$ cat src/hdl/frame_rate_resampler_defines.svh
// Assertion macros for the frame rate resampler.
// No dependencies; included by files that carry concurrent assertions.
`ifndef FRAME_RATE_RESAMPLER_DEFINES_SVH
`define FRAME_RATE_RESAMPLER_DEFINES_SVH

`ifndef SYNTHESIS
`define FRR_ASSERT(lbl, clk, rst_n, prop, msg) \
  lbl: assert property (@(posedge clk) disable iff (!rst_n) prop) else $error(msg);
`define FRR_ASSERT_NR(lbl, clk, prop, msg) \
  lbl: assert property (@(posedge clk) prop) else $error(msg);
`else
`define FRR_ASSERT(lbl, clk, rst_n, prop, msg)
`define FRR_ASSERT_NR(lbl, clk, prop, msg)
`endif

`endif

$ cat src/hdl/frr_pkg.sv
// Shared types and constants for the frame rate resampler.
// No dependencies.
`default_nettype none

package frr_pkg;

  localparam int unsigned RATE_W   = 16;
  localparam int unsigned FRAMES_W = 32;
  localparam int unsigned ACC_W    = 32;
  localparam int unsigned MULT_W   = 10;
  localparam int unsigned PROD_W   = FRAMES_W + MULT_W;

  localparam logic [MULT_W-1:0] WINDOW_MS     = MULT_W'(1000);
  localparam logic [RATE_W-1:0] RATE_AT_RESET = RATE_W'(30);
  localparam logic [RATE_W-1:0] TARGET_AT_RESET = RATE_W'(25);

  typedef struct packed {
    logic busy;
    logic done;
  } frr_div_sts_t;

endpackage

`default_nettype wire

$ cat src/hdl/frame_rate_resampler.sv
// A frame is taken in S_IDLE and runs through S_WIN, S_MUL, S_ADD, S_CMP and S_DONE; a frame that
// closes a one-second window also passes S_DIV, where the 42-step divider gives one quotient bit per cycle.
// No new frame is taken until S_DONE has loaded the result register, which waits while out_ready_i is low.
// A finished result waits in the output register while the next frame is taken.
// Reset: asynchronous active low; rate 30, credit 0, window empty, target 25.
`default_nettype none

`include "frame_rate_resampler_defines.svh"

module frame_rate_resampler #(
  parameter int unsigned TIME_BITS = 48
) (
  input  logic                         clk_i,
  input  logic                         rst_ni,
  input  logic                         cfg_valid_i,
  output logic                         cfg_ready_o,
  input  logic [frr_pkg::RATE_W-1:0]   cfg_target_rate_i,
  input  logic                         in_valid_i,
  output logic                         in_ready_o,
  input  logic [TIME_BITS-1:0]         timestamp_ms_i,
  output logic                         out_valid_o,
  input  logic                         out_ready_i,
  output logic                         keep_frame_o,
  output logic [frr_pkg::RATE_W-1:0]   measured_rate_o
);
  import frr_pkg::*;

  typedef enum logic [6:0] {
    S_IDLE = 7'b0000001,
    S_WIN  = 7'b0000010,
    S_MUL  = 7'b0000100,
    S_DIV  = 7'b0001000,
    S_ADD  = 7'b0010000,
    S_CMP  = 7'b0100000,
    S_DONE = 7'b1000000
  } state_e;

  state_e state_q, state_d;

  logic [RATE_W-1:0]    target_q, target_d;
  logic [RATE_W-1:0]    rate_q, rate_d;
  logic [ACC_W-1:0]     acc_q, acc_d;
  logic [FRAMES_W-1:0]  frames_q, frames_d;
  logic [TIME_BITS-1:0] start_q, start_d;
  logic [TIME_BITS-1:0] now_q, now_d;
  logic [TIME_BITS-1:0] elapsed_q, elapsed_d;
  logic                 keep_q, keep_d;
  logic                 out_valid_q, out_valid_d;
  logic                 out_keep_q, out_keep_d;
  logic [RATE_W-1:0]    out_rate_q, out_rate_d;

  logic [TIME_BITS-1:0] start_eff;
  logic                 div_start;
  logic [PROD_W-1:0]    div_num;
  logic [PROD_W-1:0]    div_quot;
  frr_div_sts_t         div_sts;
  logic [ACC_W-1:0]     rate_ext;
  logic [PROD_W-1:0]    frames_ext;

  assign start_eff  = (frames_q == '0) ? now_q : start_q;
  // frames * 1000 as 1024 - 16 - 8
  assign frames_ext = PROD_W'(frames_q);
  assign div_num    = (frames_ext << 10) - (frames_ext << 4) - (frames_ext << 3);
  assign rate_ext   = ACC_W'(rate_q);

  frr_div #(
    .DEN_W (TIME_BITS)
  ) u_div (
    .clk_i   (clk_i),
    .rst_ni  (rst_ni),
    .start_i (div_start),
    .num_i   (div_num),
    .den_i   (elapsed_q),
    .quot_o  (div_quot),
    .sts_o   (div_sts)
  );

  assign in_ready_o  = (state_q == S_IDLE);
  assign cfg_ready_o = 1'b1;

  always_comb begin
    state_d     = state_q;
    target_d    = target_q;
    rate_d      = rate_q;
    acc_d       = acc_q;
    frames_d    = frames_q;
    start_d     = start_q;
    now_d       = now_q;
    elapsed_d   = elapsed_q;
    keep_d      = keep_q;
    out_valid_d = out_valid_q;
    out_keep_d  = out_keep_q;
    out_rate_d  = out_rate_q;
    div_start   = 1'b0;

    if (cfg_valid_i) begin
      target_d = cfg_target_rate_i;
    end
    if (out_valid_q && out_ready_i) begin
      out_valid_d = 1'b0;
    end

    case (state_q)
      S_IDLE: begin
        if (in_valid_i) begin
          now_d   = timestamp_ms_i;
          state_d = S_WIN;
        end
      end
      S_WIN: begin
        start_d   = start_eff;
        frames_d  = frames_q + FRAMES_W'(1);
        elapsed_d = now_q - start_eff;
        state_d   = S_MUL;
      end
      S_MUL: begin
        if (elapsed_q > TIME_BITS'(WINDOW_MS)) begin
          div_start = 1'b1;
          start_d   = now_q;
          frames_d  = '0;
          state_d   = S_DIV;
        end else begin
          state_d = S_ADD;
        end
      end
      S_DIV: begin
        if (div_sts.done) begin
          rate_d  = (|div_quot[PROD_W-1:RATE_W]) ? '1 : div_quot[RATE_W-1:0];
          state_d = S_ADD;
        end
      end
      S_ADD: begin
        acc_d   = acc_q + ACC_W'(target_q);
        state_d = S_CMP;
      end
      S_CMP: begin
        if (acc_q >= rate_ext) begin
          acc_d  = acc_q - rate_ext;
          keep_d = 1'b1;
        end else begin
          keep_d = 1'b0;
        end
        state_d = S_DONE;
      end
      S_DONE: begin
        if (!out_valid_q || out_ready_i) begin
          out_valid_d = 1'b1;
          out_keep_d  = keep_q;
          out_rate_d  = rate_q;
          state_d     = S_IDLE;
        end
      end
      default: begin
        state_d = S_IDLE;
      end
    endcase
  end

  always_ff @(posedge clk_i or negedge rst_ni) begin
    if (!rst_ni) begin
      state_q     <= S_IDLE;
      target_q    <= TARGET_AT_RESET;
      rate_q      <= RATE_AT_RESET;
      acc_q       <= '0;
      frames_q    <= '0;
      out_valid_q <= 1'b0;
    end else begin
      state_q     <= state_d;
      target_q    <= target_d;
      rate_q      <= rate_d;
      acc_q       <= acc_d;
      frames_q    <= frames_d;
      out_valid_q <= out_valid_d;
    end
  end

  always_ff @(posedge clk_i) begin
    start_q    <= start_d;
    now_q      <= now_d;
    elapsed_q  <= elapsed_d;
    keep_q     <= keep_d;
    out_keep_q <= out_keep_d;
    out_rate_q <= out_rate_d;
  end

  assign out_valid_o     = out_valid_q;
  assign keep_frame_o    = out_keep_q;
  assign measured_rate_o = out_rate_q;

  `FRR_ASSERT(a_idle_div_quiet, clk_i, rst_ni, (state_q == S_IDLE) |-> !div_sts.busy, "divider busy while idle")
  `FRR_ASSERT(a_done_in_div, clk_i, rst_ni, div_sts.done |-> (state_q == S_DIV), "divider done outside divide state")
  `FRR_ASSERT(a_drop_credit, clk_i, rst_ni, ((state_q == S_DONE) && !keep_q) |-> (acc_q < rate_ext), "dropped frame with credit at or above rate")

endmodule

`default_nettype wire

$ cat src/hdl/frr_div.sv
// Restoring radix-2 divider, one quotient bit per cycle.
// Depends on frr_pkg (PROD_W, frr_div_sts_t).
`default_nettype none

module frr_div #(
  parameter int unsigned DEN_W = 48
) (
  input  logic                      clk_i,
  input  logic                      rst_ni,
  input  logic                      start_i,
  input  logic [frr_pkg::PROD_W-1:0] num_i,
  input  logic [DEN_W-1:0]          den_i,
  output logic [frr_pkg::PROD_W-1:0] quot_o,
  output frr_pkg::frr_div_sts_t     sts_o
);
  import frr_pkg::*;

  localparam int unsigned CNT_W = $clog2(PROD_W);

  logic             busy_q, busy_d;
  logic             done_q, done_d;
  logic [CNT_W-1:0] cnt_q, cnt_d;
  logic [DEN_W-1:0] rem_q, rem_d;
  logic [DEN_W-1:0] den_q, den_d;
  logic [PROD_W-1:0] nq_q, nq_d;
  logic [DEN_W:0]   trial;
  logic [DEN_W:0]   diff;
  logic             ge;

  assign trial = {rem_q, nq_q[PROD_W-1]};
  assign diff  = trial - {1'b0, den_q};
  assign ge    = ~diff[DEN_W];

  always_comb begin
    busy_d = busy_q;
    done_d = 1'b0;
    cnt_d  = cnt_q;
    rem_d  = rem_q;
    den_d  = den_q;
    nq_d   = nq_q;
    if (start_i) begin
      busy_d = 1'b1;
      cnt_d  = '0;
      rem_d  = '0;
      den_d  = den_i;
      nq_d   = num_i;
    end else if (busy_q) begin
      rem_d = ge ? diff[DEN_W-1:0] : trial[DEN_W-1:0];
      nq_d  = {nq_q[PROD_W-2:0], ge};
      if (cnt_q == CNT_W'(PROD_W - 1)) begin
        busy_d = 1'b0;
        done_d = 1'b1;
      end else begin
        cnt_d = cnt_q + CNT_W'(1);
      end
    end
  end

  always_ff @(posedge clk_i or negedge rst_ni) begin
    if (!rst_ni) begin
      busy_q <= 1'b0;
      done_q <= 1'b0;
      cnt_q  <= '0;
    end else begin
      busy_q <= busy_d;
      done_q <= done_d;
      cnt_q  <= cnt_d;
    end
  end

  always_ff @(posedge clk_i) begin
    rem_q <= rem_d;
    den_q <= den_d;
    nq_q  <= nq_d;
  end

  assign quot_o     = nq_q;
  assign sts_o.busy = busy_q;
  assign sts_o.done = done_q;

endmodule

`default_nettype wire

$ cat config.mk
export PLATFORM = sky130hd
export DESIGN_NAME = frame_rate_resampler
export DESIGN_NICKNAME = d
export VERILOG_FILES = /design/src/hdl/frr_pkg.sv /design/src/hdl/frame_rate_resampler.sv /design/src/hdl/frr_div.sv
export VERILOG_INCLUDE_DIRS = /design/src /design/src/hdl
export SDC_FILE = /design/constraint.sdc
export NUM_CORES = 1
export LEC_CHECK = 0
export BUFFER_PORTS_ARGS = -buffer_cell sky130_fd_sc_hd__buf_2
export CORE_ASPECT_RATIO = 1.1
export CORE_MARGIN = 2
export CORE_UTILIZATION = 55
export DETAILED_ROUTE_END_ITERATION = 7
export PLACE_DENSITY = 0.71
export SLEW_MARGIN = 15
export SYNTH_ARGS = -nofsm -noshare
export SYNTH_HDL_FRONTEND = slang
export SYNTH_SLANG_ARGS = --single-unit
$ cat constraint.sdc
create_clock -name clk_i -period 15.2 [get_ports clk_i]
set_input_delay 3.04 -clock clk_i [delete_from_list [all_inputs] [get_ports clk_i]]
set_output_delay 3.04 -clock clk_i [all_outputs]
set_load 0.02 [all_outputs]
==> results of run 1 <==
## per-stage QoR
stage                     power (uW)  hold slack, ns  util, %
after floorplan                 4733          0.4003        -
after global placement          5513          0.4129    57.25
after detailed placement        5603          0.4198    57.25
after CTS                       6867          0.4339    60.61
after global routing            7397          0.4563    60.61
final                           6877          0.4283    60.61
## layer usage
layer / vias up / routed length, um
li1: 10830 / -
met2: 573 / 31180
met5: - / 0
met4: 0 / 1336
met3: 95 / 3649
met1: 10530 / 32740
## layout by cell type (no fill, tap or decap), types with 47 or more instances in the layout
master,instances
a21o_1,79
a21oi_1,222
a31oi_1,58
buf_2,86
clkbuf_16,47
dfrtp_1,103
dfxtp_1,48
edfxtp_1,252
ha_1,189
inv_1,182
nand2_1,286
nand2b_1,48
nand3_1,86
nor2_1,181
nor3_1,58
o21ai_0,221
xnor2_1,93
xor2_1,74
## logic make-up after synthesis
family | after synthesis | share of synthesized area [%]
multiplexers | 61 | 2.325
adder cells (fa/ha/maj) | 250 | 11.77
XOR/XNOR | 167 | 5.268
flip-flops | 412 | 40.84
AO/OA/AOI/OAI | 840 | 19.04
buffers and inverters | 316 | 4.438
other | 1 | 0.01351
AND/OR/NAND/NOR | 915 | 16.30
## worst max path at each step
stage / end / from / cells after the start / slack (ns)
after floorplan: elapsed_q[47] / frames_q[27] / 22 / 9.94
after global placement: elapsed_q[47] / frames_q[0] / 17 / 9.97
after CTS: elapsed_q[46] / frames_q[0] / 17 / 9.85
after global routing: elapsed_q[41] / frames_q[29] / 17 / 9.41
final: elapsed_q[47] / frames_q[29] / 17 / 9.76
after detailed placement: elapsed_q[47] / frames_q[0] / 17 / 9.89
## sequential cells by signal, summed over array words and instances, names as in the netlist, 7 cells and up
name             cells
acc_q               32
elapsed_q           48
frames_q            32
measured_rate_o     16
now_q               48
rate_q              16
start_q             48
state_q              7
target_q            16
u_div.den_q         48
u_div.quot_o        42
u_div.rem_q         48
## area by class of cell
cell class / instances / area [um2] / area share (%)
Tap cell: 660 / 825.8 / 2.723
Inverter: 185 / 694.4 / 2.290
Clock inverter: 34 / 475.5 / 1.568
Sequential cell: 412 / 11340 / 37.40
Clock buffer: 52 / 1205 / 3.973
Multi-Input combinational cell: 2234 / 15220 / 50.18
Timing Repair Buffer: 104 / 565.5 / 1.865
## power by group through the flow
stage / Clock [uW] / Combinational [uW] / Sequential, uW
final: 1230 / 3700 / 1950
after global routing: 1300 / 4110 / 1990
after floorplan: 0 / 2880 / 1860
after global placement: 0 / 3560 / 1950
after CTS: 1260 / 3660 / 1950
after detailed placement: 0 / 3640 / 1970
==> impl_metrics.env, run 1 <==
export IMPL_final_max_slew_viol_count=0
export IMPL_dp_cells=3595
export IMPL_post_route_min_period_ns=5.439
export IMPL_crit_top_cell="ha_1"
export IMPL_start_util_pct=55.49
export IMPL_p_sw_share_pct=43.23
export IMPL_die_w_um=218.2
export IMPL_rsz0062_at_grt="false"
export IMPL_post_place_ws_ns=9.894
export IMPL_cts_buffer_depth=3
export IMPL_use_met3_pct=3.644
export IMPL_tightest_slew_ns=1.126
export IMPL_antenna_found_initial=0
export IMPL_cts_buffers_inserted=46
export IMPL_hold_start="keep_q"
export IMPL_setup_violations=0
export IMPL_dieArea_mm2=0.05230
export IMPL_ys_ff_latch=412
export IMPL_holdPathEnd="keep_frame_o"
export IMPL_power_switching_uw=2973
export IMPL_crit_family="compound AO/OA/AOI/OAI gates"
export IMPL_first_iter_violations=1772
export IMPL_busiest_layer="met2"
export IMPL_seq_area_frac_synth_pct=40.84
export IMPL_num_fill_cells=4291
export IMPL_combinationalPowerShare_pct=53.8
export IMPL_cts_sinks=412
export IMPL_post_cts_buffers=0
export IMPL_cts_resized=0
export IMPL_std_cell_rows=86
export IMPL_clk_pin_slew_ns=0.06
export IMPL_relSlewSlack_pct=23.97
export IMPL_layout_setup_ws_ns=9.761
export IMPL_max_vdd_ir_drop_mv=0.1280
export IMPL_finalNetCount=3270
export IMPL_synth_edf_count=252
export IMPL_ys_warn_count=0
export IMPL_drive_gt1_share_pct=8.805
export IMPL_power_frac_clock_pct=17.9
export IMPL_pwr_share_seq_pct=28.4
export IMPL_gp_congestion=0.9231
export IMPL_rrSetupSlack_ns=9.76
export IMPL_crit_type="flip-flop to flip-flop"
export IMPL_arrival_ns=5.75
export IMPL_n_antenna_cell=0
export IMPL_syn_avg_cell_area_um2=9.374
export IMPL_grt_pass1_vias=21470
export IMPL_die_h_um=239.7
export IMPL_synth_top_cells_by_count="287 x nand2_1, 252 x edfxtp_1, 222 x a21oi_1, 221 x o21ai_0, 189 x ha_1"
export IMPL_setup_tns_ns=0
export IMPL_p_leak_uw=0.01296
export IMPL_htreeDepth=2
export IMPL_clock_fmax_mhz=183.9
export IMPL_synthCells=2962
export IMPL_cp_buffers_inverters=2
export IMPL_root_buffer="clkbuf_16"
export IMPL_hpwl_um=51180
export IMPL_yosysMostFrequentCell="nand2_1"
export IMPL_grt_pass1_wl_um=112400
export IMPL_io_buffers=87
export IMPL_syn_nets=3249
export IMPL_grt_util_all_layers_pct=26.51
export IMPL_worst_hold_path_num_cells=0
export IMPL_cp_required_ns=15.51
export IMPL_cp_slowest_cell="buf_4"
export IMPL_hp_class="flip-flop to flip-flop"
export IMPL_synth_area_top_cells="edfxtp_1 27%, dfrtp_1 9.4%, ha_1 8.5%"
export IMPL_fp_coreArea_mm2=0.05004
export IMPL_startpoint_type="flip-flop"
export IMPL_skew_ns=0.03664
export IMPL_drtPass1Iterations=5
export IMPL_rr_endpoint="elapsed_q[47]"
export IMPL_post_route_drc_count=0
export IMPL_ys_flop_type="edfxtp_1"
export IMPL_use_met2_pct=42.41
export IMPL_postLayoutCellArea_mm2=0.03033
export IMPL_clk_latency_ns=0.60
export IMPL_crit_chain="inv_1 -> ha_1 -> nand4_4 -> nor4_4 -> buf_4 -> mux2i_1 -> ha_1 -> and3b_1 -> a311o_1 -> nor2_1 -> o21ai_1 -> a31oi_4 -> o22a_1 -> o21ai_2 -> a221o_1 -> nor4_1 -> nor3_1"
export IMPL_path_max_fanout=71
export IMPL_critPathMaxStageDelay_ns=0.71
export IMPL_yosys_area_top_type="edfxtp_1"
export IMPL_layout_area_overhead_vs_synth_pct=9.224
export IMPL_grt_remaining_overflow=0
export IMPL_viasPerCell=5.983
export IMPL_synth_top_area_share_pct=27.25
export IMPL_fin_cells=3681
export IMPL_place_area_mm2=0.02865
export IMPL_drtAntennaViolNets=0
export IMPL_cts_tree="yes"
export IMPL_reg2reg_from="frames_q[29]"
export IMPL_ys_types=98
export IMPL_outcome="completed"
export IMPL_wl_per_cell_um=18.72
export IMPL_max_cap_violations=0
export IMPL_ctsHoldBuffers=0
export IMPL_drt_total_wl_um=68900
export IMPL_hold_violations=0
export IMPL_rr_worst_depth=17
export IMPL_crit_path_end_kind="flip-flop"
export IMPL_synthArstFlopShare_pct=27.18
export IMPL_syn_area_mm2=0.02777
export IMPL_p_int_uw=3904
export IMPL_grt_max_degree=97
export IMPL_route_vias_total=22020
export IMPL_fin_crit_sh_pct=35.78
export IMPL_io_pins=89
export IMPL_met1_usage_pct=38.22
export IMPL_power_density_mw_per_mm2=226.8
Power figures use the tool's default switching activity.
==> run 2, diff against run 1 <==
==> constraint.sdc (replaced) <==
create_clock -name clk_i -period 5.5 [get_ports clk_i]
set_input_delay 1.1 -clock clk_i [delete_from_list [all_inputs] [get_ports clk_i]]
set_output_delay 1.1 -clock clk_i [all_outputs]
set_load 0.02 [all_outputs]
==> run 2 against run 1 <==
  * Non-clock buffer count is 5 higher
  * Design area decreased by 0.47%
  * Global-route usage about the same
  * Die area unchanged
  * Clock skew decreased by 0.016 ns
  * Total power grew to 2.7 times the previous value
  * Register-to-register slack worse by 9.2 ns
  * Critical endpoint unchanged
==> impl_metrics.env, run 2 (synthesized netlist as in run 1, its figures left out) <==
export IMPL_grt_max_degree=93
export IMPL_clock_fmax_mhz=203.3
export IMPL_crit_path_start="frames_q[29]"
export IMPL_gp_congestion=0.9323
export IMPL_power_density_mw_per_mm2=622.3
export IMPL_fin_cells=3686
export IMPL_dp_cells=3600
export IMPL_tightest_slew_ns=1.076
export IMPL_grt_pass1_vias=21360
export IMPL_drtPass1Iterations=5
export IMPL_mostFrequentLayoutCells="286 x nand2_1, 252 x edfxtp_1, 222 x a21oi_1"
export IMPL_relSlewSlack_pct=26.42
export IMPL_fin_crit_sh_pct=89.44
export IMPL_die_w_um=218.2
export IMPL_max_vdd_ir_drop_mv=0.3685
export IMPL_first_iter_violations=2078
export IMPL_setup_violations=0
export IMPL_crit_type="flip-flop to flip-flop"
export IMPL_die_h_um=239.7
export IMPL_cp_required_ns=5.84
export IMPL_hp_class="flip-flop to flip-flop"
export IMPL_layout_area_overhead_vs_synth_pct=8.710
export IMPL_hpwl_um=52030
export IMPL_arrival_ns=5.25
export IMPL_grt_remaining_overflow=0
export IMPL_rrSetupSlack_ns=0.58
export IMPL_viasPerCell=6.042
export IMPL_rr_worst_depth=16
export IMPL_max_cap_violations=0
export IMPL_ctsHoldBuffers=0
export IMPL_finalNetCount=3275
export IMPL_skew_ns=0.02059
export IMPL_clk_latency_ns=0.59
export IMPL_htreeDepth=2
export IMPL_num_fill_cells=4339
export IMPL_antenna_found_initial=0
export IMPL_wl_per_cell_um=18.86
export IMPL_start_util_pct=55.49
export IMPL_rsz0062_at_grt="false"
export IMPL_crit_path_end_kind="flip-flop"
export IMPL_io_buffers=87
export IMPL_drive_gt1_share_pct=8.691
export IMPL_grt_pass1_wl_um=112100
export IMPL_fp_coreArea_mm2=0.05004
export IMPL_std_cell_rows=86
export IMPL_reg2reg_from="frames_q[29]"
export IMPL_mostFrequentLayoutCell="nand2_1"
export IMPL_io_pins=89
export IMPL_drtAntennaViolNets=0
export IMPL_cts_buffers_inserted=46
export IMPL_n_antenna_cell=0
export IMPL_clk_pin_slew_ns=0.06
export IMPL_startpoint_type="flip-flop"
export IMPL_cts_resized=0
export IMPL_hold_violations=0
export IMPL_setup_tns_ns=0
export IMPL_cts_buffer_depth=3
export IMPL_post_cts_buffers=0
export IMPL_rr_endpoint="elapsed_q[47]"
export IMPL_grt_util_all_layers_pct=26.51
export IMPL_worst_hold_path_num_cells=0
export IMPL_outcome="completed"
export IMPL_cts_tree="yes"
export IMPL_post_route_min_period_ns=4.919
export IMPL_final_max_slew_viol_count=0
export IMPL_drt_total_wl_um=69510
export IMPL_path_max_fanout=9
export IMPL_post_route_drc_count=0
export IMPL_p_total_uw=18780
export IMPL_p_leak_uw=0.01292
export IMPL_root_buffer="clkbuf_16"
export IMPL_route_vias_total=22270
export IMPL_timing_hold_ws_ns=0.4421
export IMPL_dieArea_mm2=0.05230
export IMPL_cts_sinks=412
export IMPL_multi_input_area_mm2=0.01522
export IMPL_seqCellArea_mm2=0.01134
export IMPL_endpoint="elapsed_q[47]"
## run 2: cell types whose count changed in the layout (fill, tap and decap cells not counted), sizes merged
cell	change
clkinv	+6
bufinv	-8
clkinvlp	-4
inv	-4
buf	+5
clkbuf	+10
## run 2: per-stage QoR
| stage | utilization (%) | setup WS, ns | cell area, um2 |
|---|---|---|---|
| 2_1_floorplan | - | 0.2379 | 27770 |
| 6_report | 60.33 | 0.5806 | 30190 |
| 3_5_place_dp | 57.33 | 0.6511 | 28680 |
| 4_1_cts | 60.33 | 0.6271 | 30180 |
| 3_3_place_gp | 57.33 | 0.7637 | 28680 |
| 5_1_grt | 60.33 | 0.2741 | 30190 |
## run 2: worst min path at each step
stage,end,from,slack (ns)
2_1_floorplan,keep_frame_o,keep_q,0.40
3_3_place_gp,keep_frame_o,keep_q,0.42
3_5_place_dp,keep_frame_o,keep_q,0.42
4_1_cts,u_div.den_q[13],elapsed_q[13],0.45
5_1_grt,u_div.den_q[13],elapsed_q[13],0.45
6_report,keep_frame_o,keep_q,0.44
## run 2: power by group
part           switching [uW]  leakage (uW)  internal (uW)  total [uW]
registers                 709       0.00422           4680        5390
logic                    6260       0.00796           4070       10300
clock network            1290      0.000744           1770        3060
total                    8270        0.0129          10500       18800
## run 2: critical path, stage by stage (launching register included)
cell and delay, ns:
dfrtp_1 0.47, inv_1 0.23, ha_1 0.33, nand4_4 0.16, nor4_4 0.55, mux2i_1 0.29, ha_1 0.37, and3b_1 0.24
a311o_1 0.35, nor2_1 0.16, o21ai_1 0.15, a31oi_4 0.33, o22a_1 0.23, o21ai_2 0.09, a221o_1 0.40, nor4_1 0.22
nor3_1 0.09
## run 2: area by class of cell
cell class | count | share of cell area [%]
Sequential cell | 412 | 37.58
Multi-Input combinational cell | 2234 | 50.42
Clock buffer | 62 | 4.319
Inverter | 185 | 2.305
Timing Repair Buffer | 109 | 1.998
Clock inverter | 24 | 0.6508
Tap cell | 660 | 2.736
## run 2: metal layers
metal  vias up  share of wire, %  GRT usage (%)
li1      10810                 -              -
met1     10720                47          37.72
met2       642                46          42.99
met3        95               5.5          3.454
met4         0               1.8          6.390
met5         -                 0              0
